$ cat src/rtl/dmrs_pkg.sv
package dmrs_pkg;

    // field widths
    localparam int KIND_W     = 1;
    localparam int DOT_ROW_W  = 5;
    localparam int DOT_COL_W  = 7;
    localparam int CHAN_W     = 8;
    localparam int COLOUR_W   = 24;
    localparam int SIZE_W     = 4;
    localparam int GAP_W      = 4;
    localparam int BORDER_W   = 6;
    localparam int PITCH_W    = 5;
    localparam int CFG_IDX_W  = 3;
    localparam int CFG_DATA_W = 24;

    // largest register values, used to size the scan counters
    localparam int SIZE_MAX   = 15;
    localparam int GAP_MAX    = 15;
    localparam int BORDER_MAX = 63;

    localparam logic KIND_DOT_WRITE = 1'b0;
    localparam logic KIND_ADVANCE   = 1'b1;

    typedef enum logic [CFG_IDX_W-1:0] {
        REG_DOT_SIZE    = 3'd0,
        REG_DOT_GAP     = 3'd1,
        REG_ROW_GAP     = 3'd2,
        REG_COL_GAP     = 3'd3,
        REG_BORDER      = 3'd4,
        REG_ON_COLOUR   = 3'd5,
        REG_OFF_COLOUR  = 3'd6,
        REG_BACK_COLOUR = 3'd7
    } cfg_reg_t;

    localparam logic [SIZE_W-1:0]   DOT_SIZE_RST    = 4'd4;
    localparam logic [GAP_W-1:0]    DOT_GAP_RST     = 4'd1;
    localparam logic [GAP_W-1:0]    ROW_GAP_RST     = 4'd3;
    localparam logic [GAP_W-1:0]    COL_GAP_RST     = 4'd3;
    localparam logic [BORDER_W-1:0] BORDER_RST      = 6'd0;
    localparam logic [COLOUR_W-1:0] ON_COLOUR_RST   = 24'h000000;
    localparam logic [COLOUR_W-1:0] OFF_COLOUR_RST  = 24'hffffff;
    localparam logic [COLOUR_W-1:0] BACK_COLOUR_RST = 24'hffffff;

    // where along one axis the scan position sits
    typedef enum logic [1:0] {
        SEG_LEAD,
        SEG_DOTS,
        SEG_CGAP,
        SEG_TAIL
    } seg_t;

    // rebuilding the axis decomposition after a geometry change
    typedef enum logic [1:0] {
        SYNC_IDLE,
        SYNC_CLEAR,
        SYNC_WALK
    } sync_t;

    typedef struct packed {
        logic clear;
        logic step;
    } axis_cmd_t;

    typedef struct packed {
        logic on_dot;
        logic last;
    } axis_stat_t;

endpackage

$ cat src/rtl/dmrs_req_if.sv
interface dmrs_req_if;
    import dmrs_pkg::*;

    logic                 valid;
    logic                 ready;
    logic [KIND_W-1:0]    kind;
    logic [DOT_ROW_W-1:0] dot_row;
    logic [DOT_COL_W-1:0] dot_col;
    logic                 dot_value;

    modport source (output valid, kind, dot_row, dot_col, dot_value, input ready);
    modport sink   (input valid, kind, dot_row, dot_col, dot_value, output ready);
endinterface

$ cat src/rtl/dmrs_pix_if.sv
interface dmrs_pix_if;
    import dmrs_pkg::*;

    logic              valid;
    logic              ready;
    logic [CHAN_W-1:0] red;
    logic [CHAN_W-1:0] green;
    logic [CHAN_W-1:0] blue;
    logic              line_end;
    logic              frame_end;

    modport source (output valid, red, green, blue, line_end, frame_end, input ready);
    modport sink   (input valid, red, green, blue, line_end, frame_end, output ready);
endinterface

$ cat src/rtl/dot_matrix_raster_scanout_unit.sv
// Channel | Dir | Payload                                | Transfer when
// req     | in  | kind, dot_row, dot_col, dot_value      | req.valid & req.ready
// pix     | out | red, green, blue, line_end, frame_end  | pix.valid & pix.ready
// wr_*    | in  | wr_index, wr_data                      | wr_en
//
// One item per cycle while req.ready is high; after its advance transfer a pixel
// passes the dot store read register, then the output register.
// After reset the dot store is cleared one dot per cycle, all CHAR_ROWS*FONT_HEIGHT*
// CHAR_COLS*FONT_WIDTH dots (3200 by default), with req.ready low.
// A geometry register write (indices 0..4) rebuilds the scan decomposition
// (clear state, then walk back to the scan position) with req.ready low.
// A stalled pix output holds; req keeps flowing until both stages are full.
module dot_matrix_raster_scanout_unit #(
    parameter int CHAR_COLS   = 20,
    parameter int CHAR_ROWS   = 4,
    parameter int FONT_WIDTH  = 5,
    parameter int FONT_HEIGHT = 8
) (
    input  logic                              clk,
    input  logic                              rst_n,
    input  logic                              wr_en,
    input  logic [dmrs_pkg::CFG_IDX_W-1:0]    wr_index,
    input  logic [dmrs_pkg::CFG_DATA_W-1:0]   wr_data,
    dmrs_req_if.sink                          req,
    dmrs_pix_if.source                        pix
);
    import dmrs_pkg::*;

    localparam int DOT_COLS = CHAR_COLS * FONT_WIDTH;
    localparam int DOT_ROWS = CHAR_ROWS * FONT_HEIGHT;
    localparam int DOT_NUM  = DOT_COLS * DOT_ROWS;
    localparam int ADDR_W   = $clog2(DOT_NUM);
    localparam int X_IDX_W  = $clog2(DOT_COLS);
    localparam int Y_IDX_W  = $clog2(DOT_ROWS);
    localparam int X_EXT_MAX = 2 * BORDER_MAX + (CHAR_COLS - 1) * GAP_MAX
                             + DOT_COLS * (SIZE_MAX + GAP_MAX);
    localparam int Y_EXT_MAX = 2 * BORDER_MAX + (CHAR_ROWS - 1) * GAP_MAX
                             + DOT_ROWS * (SIZE_MAX + GAP_MAX);
    localparam int X_POS_W  = $clog2(X_EXT_MAX + 1);
    localparam int Y_POS_W  = $clog2(Y_EXT_MAX + 1);
    localparam logic [ADDR_W-1:0] ADDR_LAST = ADDR_W'(DOT_NUM - 1);

    // configuration
    logic [SIZE_W-1:0]   dot_size_reg;
    logic [GAP_W-1:0]    dot_gap_reg;
    logic [GAP_W-1:0]    row_gap_reg;
    logic [GAP_W-1:0]    col_gap_reg;
    logic [BORDER_W-1:0] border_reg;
    logic [COLOUR_W-1:0] on_colour_reg;
    logic [COLOUR_W-1:0] off_colour_reg;
    logic [COLOUR_W-1:0] back_colour_reg;
    logic [SIZE_W-1:0]   size_eff;
    logic                geo_write;

    always_ff @(posedge clk or negedge rst_n)
    begin
        if (!rst_n)
        begin
            dot_size_reg    <= DOT_SIZE_RST;
            dot_gap_reg     <= DOT_GAP_RST;
            row_gap_reg     <= ROW_GAP_RST;
            col_gap_reg     <= COL_GAP_RST;
            border_reg      <= BORDER_RST;
            on_colour_reg   <= ON_COLOUR_RST;
            off_colour_reg  <= OFF_COLOUR_RST;
            back_colour_reg <= BACK_COLOUR_RST;
        end
        else if (wr_en)
        begin
            case (cfg_reg_t'(wr_index))
                REG_DOT_SIZE:    dot_size_reg    <= wr_data[SIZE_W-1:0];
                REG_DOT_GAP:     dot_gap_reg     <= wr_data[GAP_W-1:0];
                REG_ROW_GAP:     row_gap_reg     <= wr_data[GAP_W-1:0];
                REG_COL_GAP:     col_gap_reg     <= wr_data[GAP_W-1:0];
                REG_BORDER:      border_reg      <= wr_data[BORDER_W-1:0];
                REG_ON_COLOUR:   on_colour_reg   <= wr_data[COLOUR_W-1:0];
                REG_OFF_COLOUR:  off_colour_reg  <= wr_data[COLOUR_W-1:0];
                REG_BACK_COLOUR: back_colour_reg <= wr_data[COLOUR_W-1:0];
                default:         border_reg      <= border_reg;
            endcase
        end
    end

    assign size_eff  = (dot_size_reg == '0) ? SIZE_W'(1) : dot_size_reg;
    assign geo_write = wr_en && (wr_index == REG_DOT_SIZE || wr_index == REG_DOT_GAP
                              || wr_index == REG_ROW_GAP  || wr_index == REG_COL_GAP
                              || wr_index == REG_BORDER);

    // scan axes
    axis_cmd_t            x_cmd, y_cmd;
    axis_stat_t           x_stat, y_stat;
    logic [X_POS_W-1:0]   x_pos;
    logic [Y_POS_W-1:0]   y_pos;
    logic [X_IDX_W-1:0]   x_idx;
    logic [Y_IDX_W-1:0]   y_idx;

    dmrs_axis #(
        .CELLS (CHAR_COLS),
        .DOTS  (FONT_WIDTH),
        .POS_W (X_POS_W),
        .IDX_W (X_IDX_W)
    ) u_axis_x (
        .clk      (clk),
        .rst_n    (rst_n),
        .cmd      (x_cmd),
        .size_eff (size_eff),
        .gap      (dot_gap_reg),
        .cgap     (col_gap_reg),
        .border   (border_reg),
        .stat     (x_stat),
        .pos      (x_pos),
        .idx      (x_idx)
    );

    dmrs_axis #(
        .CELLS (CHAR_ROWS),
        .DOTS  (FONT_HEIGHT),
        .POS_W (Y_POS_W),
        .IDX_W (Y_IDX_W)
    ) u_axis_y (
        .clk      (clk),
        .rst_n    (rst_n),
        .cmd      (y_cmd),
        .size_eff (size_eff),
        .gap      (dot_gap_reg),
        .cgap     (row_gap_reg),
        .border   (border_reg),
        .stat     (y_stat),
        .pos      (y_pos),
        .idx      (y_idx)
    );

    // handshake and pipeline control
    logic clr_active_reg, clr_active_next;
    logic [ADDR_W-1:0] clr_addr_reg, clr_addr_next;
    sync_t sync_reg, sync_next;
    logic [X_POS_W-1:0] tgt_x_reg, tgt_x_next;
    logic [Y_POS_W-1:0] tgt_y_reg, tgt_y_next;

    logic s1_valid_reg, s1_valid_next;
    logic s1_dot_reg;
    logic s1_le_reg;
    logic s1_fe_reg;
    logic rd_bit_reg;
    logic out_valid_reg, out_valid_next;
    logic [COLOUR_W-1:0] colour_reg;
    logic out_le_reg;
    logic out_fe_reg;

    logic s1_adv;
    logic in_acc;
    logic adv_acc;
    logic dot_acc;
    logic x_at_tgt;
    logic y_at_tgt;

    assign s1_adv    = !out_valid_reg || pix.ready;
    assign req.ready = !clr_active_reg && (sync_reg == SYNC_IDLE)
                    && (!s1_valid_reg || s1_adv);
    assign in_acc    = req.valid && req.ready;
    assign adv_acc   = in_acc && (req.kind == KIND_ADVANCE);
    assign dot_acc   = in_acc && (req.kind == KIND_DOT_WRITE);
    assign x_at_tgt  = (x_pos == tgt_x_reg);
    assign y_at_tgt  = (y_pos == tgt_y_reg);

    // store clearing pass
    always_comb
    begin
        clr_active_next = clr_active_reg;
        clr_addr_next   = clr_addr_reg;
        if (clr_active_reg)
        begin
            clr_addr_next = clr_addr_reg + ADDR_W'(1);
            if (clr_addr_reg == ADDR_LAST)
            begin
                clr_active_next = 1'b0;
            end
        end
    end

    // sync sequencer: next state
    always_comb
    begin
        sync_next = sync_reg;
        case (sync_reg)
            SYNC_IDLE:
            begin
                if (geo_write)
                begin
                    sync_next = SYNC_CLEAR;
                end
            end
            SYNC_CLEAR:
            begin
                if (!geo_write)
                begin
                    sync_next = SYNC_WALK;
                end
            end
            SYNC_WALK:
            begin
                if (geo_write)
                begin
                    sync_next = SYNC_CLEAR;
                end
                else if (x_at_tgt && y_at_tgt)
                begin
                    sync_next = SYNC_IDLE;
                end
            end
            default:
            begin
                sync_next = SYNC_CLEAR;
            end
        endcase
    end

    // sync sequencer and scan: axis commands
    always_comb
    begin
        x_cmd      = '0;
        y_cmd      = '0;
        tgt_x_next = tgt_x_reg;
        tgt_y_next = tgt_y_reg;
        case (sync_reg)
            SYNC_IDLE:
            begin
                if (geo_write)
                begin
                    tgt_x_next = x_pos;
                    tgt_y_next = y_pos;
                end
                if (adv_acc)
                begin
                    x_cmd.clear = x_stat.last;
                    x_cmd.step  = !x_stat.last;
                    y_cmd.clear = x_stat.last && y_stat.last;
                    y_cmd.step  = x_stat.last && !y_stat.last;
                end
            end
            SYNC_CLEAR:
            begin
                x_cmd.clear = 1'b1;
                y_cmd.clear = 1'b1;
            end
            SYNC_WALK:
            begin
                x_cmd.step = !x_at_tgt;
                y_cmd.step = !y_at_tgt;
            end
            default:
            begin
                x_cmd = '0;
                y_cmd = '0;
            end
        endcase
    end

    always_ff @(posedge clk or negedge rst_n)
    begin
        if (!rst_n)
        begin
            clr_active_reg <= 1'b1;
            clr_addr_reg   <= '0;
            sync_reg       <= SYNC_CLEAR;
            tgt_x_reg      <= '0;
            tgt_y_reg      <= '0;
        end
        else
        begin
            clr_active_reg <= clr_active_next;
            clr_addr_reg   <= clr_addr_next;
            sync_reg       <= sync_next;
            tgt_x_reg      <= tgt_x_next;
            tgt_y_reg      <= tgt_y_next;
        end
    end

    // dot store
    logic                mem_we;
    logic [ADDR_W-1:0]   mem_waddr;
    logic                mem_wdata;
    logic [ADDR_W-1:0]   mem_raddr;
    logic                wr_in_range;
    logic                store_mem [DOT_NUM];

    assign wr_in_range = (int'(req.dot_row) < DOT_ROWS) && (int'(req.dot_col) < DOT_COLS);
    assign mem_we      = clr_active_reg || (dot_acc && wr_in_range);
    assign mem_waddr   = clr_active_reg ? clr_addr_reg
                       : ADDR_W'(ADDR_W'(req.dot_row) * ADDR_W'(DOT_COLS)
                                 + ADDR_W'(req.dot_col));
    assign mem_wdata   = clr_active_reg ? 1'b0 : req.dot_value;
    assign mem_raddr   = ADDR_W'(ADDR_W'(y_idx) * ADDR_W'(DOT_COLS) + ADDR_W'(x_idx));

    always_ff @(posedge clk)
    begin
        if (mem_we)
        begin
            store_mem[mem_waddr] <= mem_wdata;
        end
        if (adv_acc)
        begin
            rd_bit_reg <= store_mem[mem_raddr];
        end
    end

    // pixel pipeline
    always_comb
    begin
        s1_valid_next = s1_valid_reg;
        if (adv_acc)
        begin
            s1_valid_next = 1'b1;
        end
        else if (s1_adv)
        begin
            s1_valid_next = 1'b0;
        end

        out_valid_next = out_valid_reg;
        if (s1_valid_reg && s1_adv)
        begin
            out_valid_next = 1'b1;
        end
        else if (pix.ready)
        begin
            out_valid_next = 1'b0;
        end
    end

    always_ff @(posedge clk or negedge rst_n)
    begin
        if (!rst_n)
        begin
            s1_valid_reg  <= 1'b0;
            out_valid_reg <= 1'b0;
        end
        else
        begin
            s1_valid_reg  <= s1_valid_next;
            out_valid_reg <= out_valid_next;
        end
    end

    always_ff @(posedge clk)
    begin
        if (adv_acc)
        begin
            s1_dot_reg <= x_stat.on_dot && y_stat.on_dot;
            s1_le_reg  <= x_stat.last;
            s1_fe_reg  <= x_stat.last && y_stat.last;
        end
        if (s1_valid_reg && s1_adv)
        begin
            colour_reg <= !s1_dot_reg ? back_colour_reg
                        : (rd_bit_reg ? on_colour_reg : off_colour_reg);
            out_le_reg <= s1_le_reg;
            out_fe_reg <= s1_fe_reg;
        end
    end

    assign pix.valid     = out_valid_reg;
    assign pix.red       = colour_reg[3*CHAN_W-1:2*CHAN_W];
    assign pix.green     = colour_reg[2*CHAN_W-1:CHAN_W];
    assign pix.blue      = colour_reg[CHAN_W-1:0];
    assign pix.line_end  = out_le_reg;
    assign pix.frame_end = out_fe_reg;

endmodule

$ cat src/rtl/dmrs_axis.sv
// One scan axis: position counter plus its split into border, cell, dot and
// phase within the dot pitch, all advanced together on each step command.
module dmrs_axis #(
    parameter int CELLS = 20,
    parameter int DOTS  = 5,
    parameter int POS_W = 12,
    parameter int IDX_W = 7
) (
    input  logic                             clk,
    input  logic                             rst_n,
    input  dmrs_pkg::axis_cmd_t              cmd,
    input  logic [dmrs_pkg::SIZE_W-1:0]      size_eff,
    input  logic [dmrs_pkg::GAP_W-1:0]       gap,
    input  logic [dmrs_pkg::GAP_W-1:0]       cgap,
    input  logic [dmrs_pkg::BORDER_W-1:0]    border,
    output dmrs_pkg::axis_stat_t             stat,
    output logic [POS_W-1:0]                 pos,
    output logic [IDX_W-1:0]                 idx
);
    import dmrs_pkg::*;

    localparam int DOT_W = (DOTS > 1) ? $clog2(DOTS) : 1;
    localparam logic [DOT_W-1:0] DOT_LAST = DOT_W'(DOTS - 1);
    localparam logic [IDX_W-1:0] IDX_LAST = IDX_W'(CELLS * DOTS - 1);

    seg_t                seg_reg, seg_next;
    logic [BORDER_W-1:0] cnt_reg, cnt_next;
    logic [PITCH_W-1:0]  ph_reg, ph_next;
    logic [DOT_W-1:0]    dot_reg, dot_next;
    logic [IDX_W-1:0]    idx_reg, idx_next;
    logic [POS_W-1:0]    pos_reg, pos_next;

    logic [PITCH_W-1:0]  pitch;
    logic [PITCH_W-1:0]  pitch_m1;
    logic [BORDER_W-1:0] cnt_inc;
    logic [POS_W-1:0]    extent;

    assign pitch    = PITCH_W'(size_eff) + PITCH_W'(gap);
    assign pitch_m1 = pitch - PITCH_W'(1);
    assign cnt_inc  = cnt_reg + BORDER_W'(1);
    assign extent   = POS_W'({border, 1'b0})
                    + POS_W'(cgap) * POS_W'(CELLS - 1)
                    + POS_W'(pitch) * POS_W'(CELLS * DOTS);

    always_ff @(posedge clk or negedge rst_n)
    begin
        if (!rst_n)
        begin
            seg_reg <= SEG_LEAD;
            cnt_reg <= '0;
            ph_reg  <= '0;
            dot_reg <= '0;
            idx_reg <= '0;
            pos_reg <= '0;
        end
        else
        begin
            seg_reg <= seg_next;
            cnt_reg <= cnt_next;
            ph_reg  <= ph_next;
            dot_reg <= dot_next;
            idx_reg <= idx_next;
            pos_reg <= pos_next;
        end
    end

    always_comb
    begin
        seg_next = seg_reg;
        cnt_next = cnt_reg;
        ph_next  = ph_reg;
        dot_next = dot_reg;
        idx_next = idx_reg;
        pos_next = pos_reg;
        if (cmd.clear)
        begin
            pos_next = '0;
            cnt_next = '0;
            ph_next  = '0;
            dot_next = '0;
            idx_next = '0;
            seg_next = (border == '0) ? SEG_DOTS : SEG_LEAD;
        end
        else if (cmd.step)
        begin
            pos_next = pos_reg + POS_W'(1);
            case (seg_reg)
                SEG_LEAD:
                begin
                    if (cnt_inc == border)
                    begin
                        seg_next = SEG_DOTS;
                        cnt_next = '0;
                    end
                    else
                    begin
                        cnt_next = cnt_inc;
                    end
                end
                SEG_DOTS:
                begin
                    if (ph_reg == pitch_m1)
                    begin
                        ph_next = '0;
                        if (idx_reg == IDX_LAST)
                        begin
                            seg_next = SEG_TAIL;
                        end
                        else
                        begin
                            idx_next = idx_reg + IDX_W'(1);
                            if (dot_reg == DOT_LAST)
                            begin
                                dot_next = '0;
                                if (cgap != '0)
                                begin
                                    seg_next = SEG_CGAP;
                                    cnt_next = '0;
                                end
                            end
                            else
                            begin
                                dot_next = dot_reg + DOT_W'(1);
                            end
                        end
                    end
                    else
                    begin
                        ph_next = ph_reg + PITCH_W'(1);
                    end
                end
                SEG_CGAP:
                begin
                    if (cnt_inc == BORDER_W'(cgap))
                    begin
                        seg_next = SEG_DOTS;
                        cnt_next = '0;
                    end
                    else
                    begin
                        cnt_next = cnt_inc;
                    end
                end
                SEG_TAIL:
                begin
                    seg_next = SEG_TAIL;
                end
                default:
                begin
                    seg_next = SEG_TAIL;
                end
            endcase
        end
    end

    always_comb
    begin
        stat.on_dot = (seg_reg == SEG_DOTS) && (ph_reg < PITCH_W'(size_eff));
        stat.last   = ({1'b0, pos_reg} + (POS_W + 1)'(1)) >= {1'b0, extent};
        pos         = pos_reg;
        idx         = idx_reg;
    end

endmodule

$ cat src/flat_wrapper.sv
// flat-port wrapper written by rule: the top's interface ports become plain ports
module dot_matrix_raster_scanout_unit_flat import dmrs_pkg::*;
#(
    parameter int CHAR_COLS   = 20,
    parameter int CHAR_ROWS   = 4,
    parameter int FONT_WIDTH  = 5,
    parameter int FONT_HEIGHT = 8
)
  (clk, rst_n, wr_en, wr_index, wr_data, req_valid, req_kind, req_dot_row, req_dot_col, req_dot_value, req_ready, pix_valid, pix_red, pix_green, pix_blue, pix_line_end, pix_frame_end, pix_ready);
  dmrs_req_if req_i ();
  dmrs_pix_if pix_i ();
  input  logic clk;
  input  logic rst_n;
  input  logic wr_en;
  input  logic [dmrs_pkg::CFG_IDX_W-1:0] wr_index;
  input  logic [dmrs_pkg::CFG_DATA_W-1:0] wr_data;
  input wire logic [$bits(req_i.valid)-1:0] req_valid;
  input wire logic [$bits(req_i.kind)-1:0] req_kind;
  input wire logic [$bits(req_i.dot_row)-1:0] req_dot_row;
  input wire logic [$bits(req_i.dot_col)-1:0] req_dot_col;
  input wire logic [$bits(req_i.dot_value)-1:0] req_dot_value;
  output wire logic [$bits(req_i.ready)-1:0] req_ready;
  output wire logic [$bits(pix_i.valid)-1:0] pix_valid;
  output wire logic [$bits(pix_i.red)-1:0] pix_red;
  output wire logic [$bits(pix_i.green)-1:0] pix_green;
  output wire logic [$bits(pix_i.blue)-1:0] pix_blue;
  output wire logic [$bits(pix_i.line_end)-1:0] pix_line_end;
  output wire logic [$bits(pix_i.frame_end)-1:0] pix_frame_end;
  input wire logic [$bits(pix_i.ready)-1:0] pix_ready;
  assign req_i.valid = req_valid;
  assign req_i.kind = req_kind;
  assign req_i.dot_row = req_dot_row;
  assign req_i.dot_col = req_dot_col;
  assign req_i.dot_value = req_dot_value;
  assign req_ready = req_i.ready;
  assign pix_valid = pix_i.valid;
  assign pix_red = pix_i.red;
  assign pix_green = pix_i.green;
  assign pix_blue = pix_i.blue;
  assign pix_line_end = pix_i.line_end;
  assign pix_frame_end = pix_i.frame_end;
  assign pix_i.ready = pix_ready;
  dot_matrix_raster_scanout_unit #(.CHAR_COLS(CHAR_COLS), .CHAR_ROWS(CHAR_ROWS), .FONT_WIDTH(FONT_WIDTH), .FONT_HEIGHT(FONT_HEIGHT)) u_core (.clk(clk), .rst_n(rst_n), .wr_en(wr_en), .wr_index(wr_index), .wr_data(wr_data), .req(req_i), .pix(pix_i));
endmodule
$ cat config.mk
export PLATFORM = sky130hd
export DESIGN_NAME = dot_matrix_raster_scanout_unit_flat
export DESIGN_NICKNAME = d
export VERILOG_FILES = /design/src/rtl/dmrs_pkg.sv /design/src/rtl/dmrs_req_if.sv /design/src/rtl/dmrs_pix_if.sv /design/src/rtl/dot_matrix_raster_scanout_unit.sv /design/src/rtl/dmrs_axis.sv /design/src/flat_wrapper.sv
export SDC_FILE = /design/constraint.sdc
export NUM_CORES = 2
export LEC_CHECK = 0
export ABC_CLOCK_PERIOD_IN_PS = 163300
export BUFFER_PORTS_ARGS = -buffer_cell sky130_fd_sc_hd__buf_4
export CAP_MARGIN = 10
export CORE_MARGIN = 1
export CORE_UTILIZATION = 40
export DETAILED_ROUTE_END_ITERATION = 12
export PLACE_DENSITY = 0.63
export REMOVE_ABC_BUFFERS = 1
export SLEW_MARGIN = 20
export SYNTH_ARGS = -nofsm -noshare
export SYNTH_HDL_FRONTEND = slang
export SYNTH_SLANG_ARGS = --single-unit
$ cat constraint.sdc
create_clock -name clk -period 163.3 [get_ports clk]
set_clock_uncertainty 0.2 [all_clocks]
set_input_delay 8.165 -clock clk [delete_from_list [all_inputs] [get_ports clk]]
set_output_delay 8.165 -clock clk [all_outputs]
set_load 0.05 [all_outputs]
==> run_results.csv <==
group,metric,value,unit
power_and_ir_drop,ir_worst_vdd,0.0239,mV
power_and_ir_drop,power.net_switching,595,uW
clock_tree,post_cts_buffers,0,
grt,track_usage,22.5,%
grt,grt-ovfl-total,0,
finish,largest-register,"u_core.store_mem",
logic_synthesis,synth-edff-count,3230,
place,preCtsSetupSlack,145.61,ns
drt,drc_errors,0,
finish,fin_area,169000,sq um
floorplanning,coreArea,379000,sq um
worst_setup_path,crit_family,"compound AO/OA/AOI/OAI gates",
floorplanning,dieWidth,619,um
power_and_ir_drop,p_leak,51.7,nW
clock_tree,postCtsHoldBufs,0,
worst_setup_path,required,154.93,ns
clock_tree,cts.reportedPaths.clkPinSlew,0.06,ns
power_and_ir_drop,p_clk_share,37.0,%
floorplanning,die-area,384000,sq um
worst_setup_path,critPathMostFrequentCell,"buf_4",
drt,first_pass_iters,8,
power_and_ir_drop,intPower,1.61,mW
worst_setup_path,endpoint_kind,"output port",
worst_setup_path,crit_buf_inv,2,
drt,wire_per_inst,28.4,um
sta,fmax,0.0566,GHz
worst_setup_path,cp_slowest_cell,"a2111oi_2",
logic_synthesis,synth_top_area_share,63.6,%
clock_tree,cts_tree,"done",
drt,vias_per_cell,5.90,
worst_setup_path,crit_arrival,9.29,ns
clock_tree,cts_inserted_buffers,355,
sta,post-route-period-util,10.8,%
logic_synthesis,ys_warn_count,0,
logic_synthesis,yosysUniqueCellTypes,85,
power_and_ir_drop,netSwitchingFraction,26.9,%
logic_synthesis,synth_seq_cells,3431,
logic_synthesis,postSynthCellCount,10500,
place,dpl_cell_area,157000,sq um
sta,setup_viol,0,
grt,grt_max_degree,322,
sta,tns,0,ns
place,hpwl,228000,um
worst_setup_path,worstPathCellList,"buf_4, nor2b_1, a2111oi_2, buf_4",
finish,final_layout_size_suffix_gt1_share,19.5,%
logic_synthesis,yosys-top-cells-area,"edfxtp_1, mux4_2, nor2_1",
sta,slew_headroom,17.0,%
worst_setup_path,cp-start-kind,"primary input",
floorplanning,die_h,619,um
sta,worst_pin_slew,1.24,ns
clock_tree,cts_root_buffer,"clkbuf_16",
logic_synthesis,yosysMostFrequentCell,"nor2_1",
logic_synthesis,synth_common_cells,"nor2_1, edfxtp_1, mux4_2",
clock_tree,cts.path.max_buffers,4,
floorplanning,start_util,40.2,%
logic_synthesis,synthesis.area,152000,sq um
sta,period_minus_slack,17.66,ns
floorplanning,io_pins,74,
power_and_ir_drop,p_seq_share,44.6,%
drt,drtIter0Drc,13000,
power_and_ir_drop,combPwrFrac,18.5,%
clock_tree,h-tree-depth,5,
sta,drv_slew,0,
sta,setup_slack,145.64,ns
logic_synthesis,async_reset_ff_share,5.86,%
drt,routed_wl,438000,um
logic_synthesis,synthFlopType,"edfxtp_1",
clock_tree,cts_resized,0,
sta,rsz0062_at_grt,"false",
worst_setup_path,worstSetupPathType,"in2out",
logic_synthesis,syn_avg_cell_area,14.6,sq um
grt,first_global_vias,90300,
sta,hold_violations,0,
power_and_ir_drop,power_density,13.0,nW/um^2
floorplanning,rows,226,
finish,nets,10400,
hold_path,hold_path.class,"reg2reg",
worst_setup_path,worstPathMaxFanout,3,
logic_synthesis,ys_seq_area_share,67.0,%
finish,largest_reg_flops,3200,
outcome,status,"finished, final reports clean",
clock_tree,clock-sinks,3431,
drt,ant_nets,0,
place,gp_congestion,0.814,
logic_synthesis,synth_top_cell_by_area,"edfxtp_1",
finish,area_growth,11.0,%
clock_tree,clock_latency,0.98,ns
grt,grt_pass1_wl,626000,um
finish,nFillCells,33200,
place,dp_cells,14800,
grt,antenna_found_initial,16,
worst_setup_path,max_stage_delay,0.65,ns
drt,via_count,91200,
finish,instances_no_fill,15500,
run,maxCapViolCount,0,
place,portBuffers,73,
stage by stage:
step / hold WS [ns] / total power [mW] / util, %
2_1_floorplan: 0.200 / 1.57 / -
3_3_place_gp: 0.253 / 1.41 / 41.5
3_5_place_dp: 0.254 / 1.41 / 41.5
4_1_cts: 0.281 / 2.22 / 44.5
5_1_grt: 0.290 / 2.28 / 44.6
6_report: 0.288 / 2.21 / 44.6
routing by layer:
metal,vias to the layer above,global-route usage (%),part of all wire [%]
met5,-,0,0.0027
met4,2,8.90,4.1
met3,895,3.93,10
met2,5010,37.5,49
met1,47700,29.3,37
li1,37600,-,-
path summary, 6_finish.rpt:
check,startpoint,end,slack (ns),cells after the start
worst max register to register,u_core.dot_size_reg[2],u_core.u_axis_x.ph_reg[3],154.56,33
min in group asynchronous,rst_n,u_core.pix.valid,7.10,1
max in group asynchronous,rst_n,u_core.u_axis_y.seg_reg[0],154.44,2
worst min register to register,u_core.s1_le_reg,u_core.pix.line_end,0.29,0
worst min-delay path,u_core.s1_le_reg,u_core.pix.line_end,0.29,0
worst max-delay path,pix_ready,req_ready,145.64,4
worst register-to-register path, delay by kind of cell, from the launching register on:
family                   cells  cell delay, ns
buffers and inverters        7            0.70
adder cells (fa/ha/maj)     10            3.59
AND/OR/NAND/NOR              5            0.76
XOR/XNOR                     1            0.17
AO/OA/AOI/OAI               10            2.71
flip-flops                   1            0.53
placed cells by master (no fill, tap or decap), types with 35 or more instances in the layout:
cell / instances
a21oi_1: 111
a31oi_1: 37
buf_4: 242
bufinv_16: 35
clkbuf_1: 76
clkbuf_16: 360
clkinv_1: 69
clkinv_2: 68
dfrtp_1: 143
dfstp_2: 56
edfxtp_1: 3230
ha_1: 153
inv_1: 85
mux2_2: 116
mux2i_1: 81
mux4_2: 909
nand2_1: 255
nand2_4: 87
nand3_1: 74
nor2_1: 3401
nor3_1: 43
o21ai_0: 62
xnor2_1: 78
xor2_1: 78
power groups by stage:
| stage | clock network [mW] | registers [mW] | logic, mW |
|---|---|---|---|
| 6_report | 0.816 | 0.984 | 0.408 |
| 2_1_floorplan | 0 | 1.09 | 0.477 |
| 3_3_place_gp | 0 | 1.00 | 0.404 |
| 5_1_grt | 0.856 | 0.985 | 0.444 |
| 4_1_cts | 0.824 | 0.984 | 0.408 |
| 3_5_place_dp | 0 | 1.00 | 0.406 |
kinds of logic after synthesis:
family | share of synthesized area [%]
AO/OA/AOI/OAI | 2.00
XOR/XNOR | 0.954
adder cells (fa/ha/maj) | 1.53
flip-flops | 67.0
multiplexers | 14.8
buffers and inverters | 3.26
AND/OR/NAND/NOR | 10.5
final cells by class:
type | instances | area, sq um | area share [%]
clock inverter | 211 | 2190 | 1.30
inverter | 88 | 330 | 0.195
timing repair buffer | 273 | 2390 | 1.41
antenna | 16 | 40.0 | 0.0237
clock buffer | 442 | 9380 | 5.54
sequential | 3431 | 102000 | 60.3
multi-input combinational | 5985 | 46500 | 27.5
tap | 5016 | 6280 | 3.71
Power figures use the tool's default switching activity.
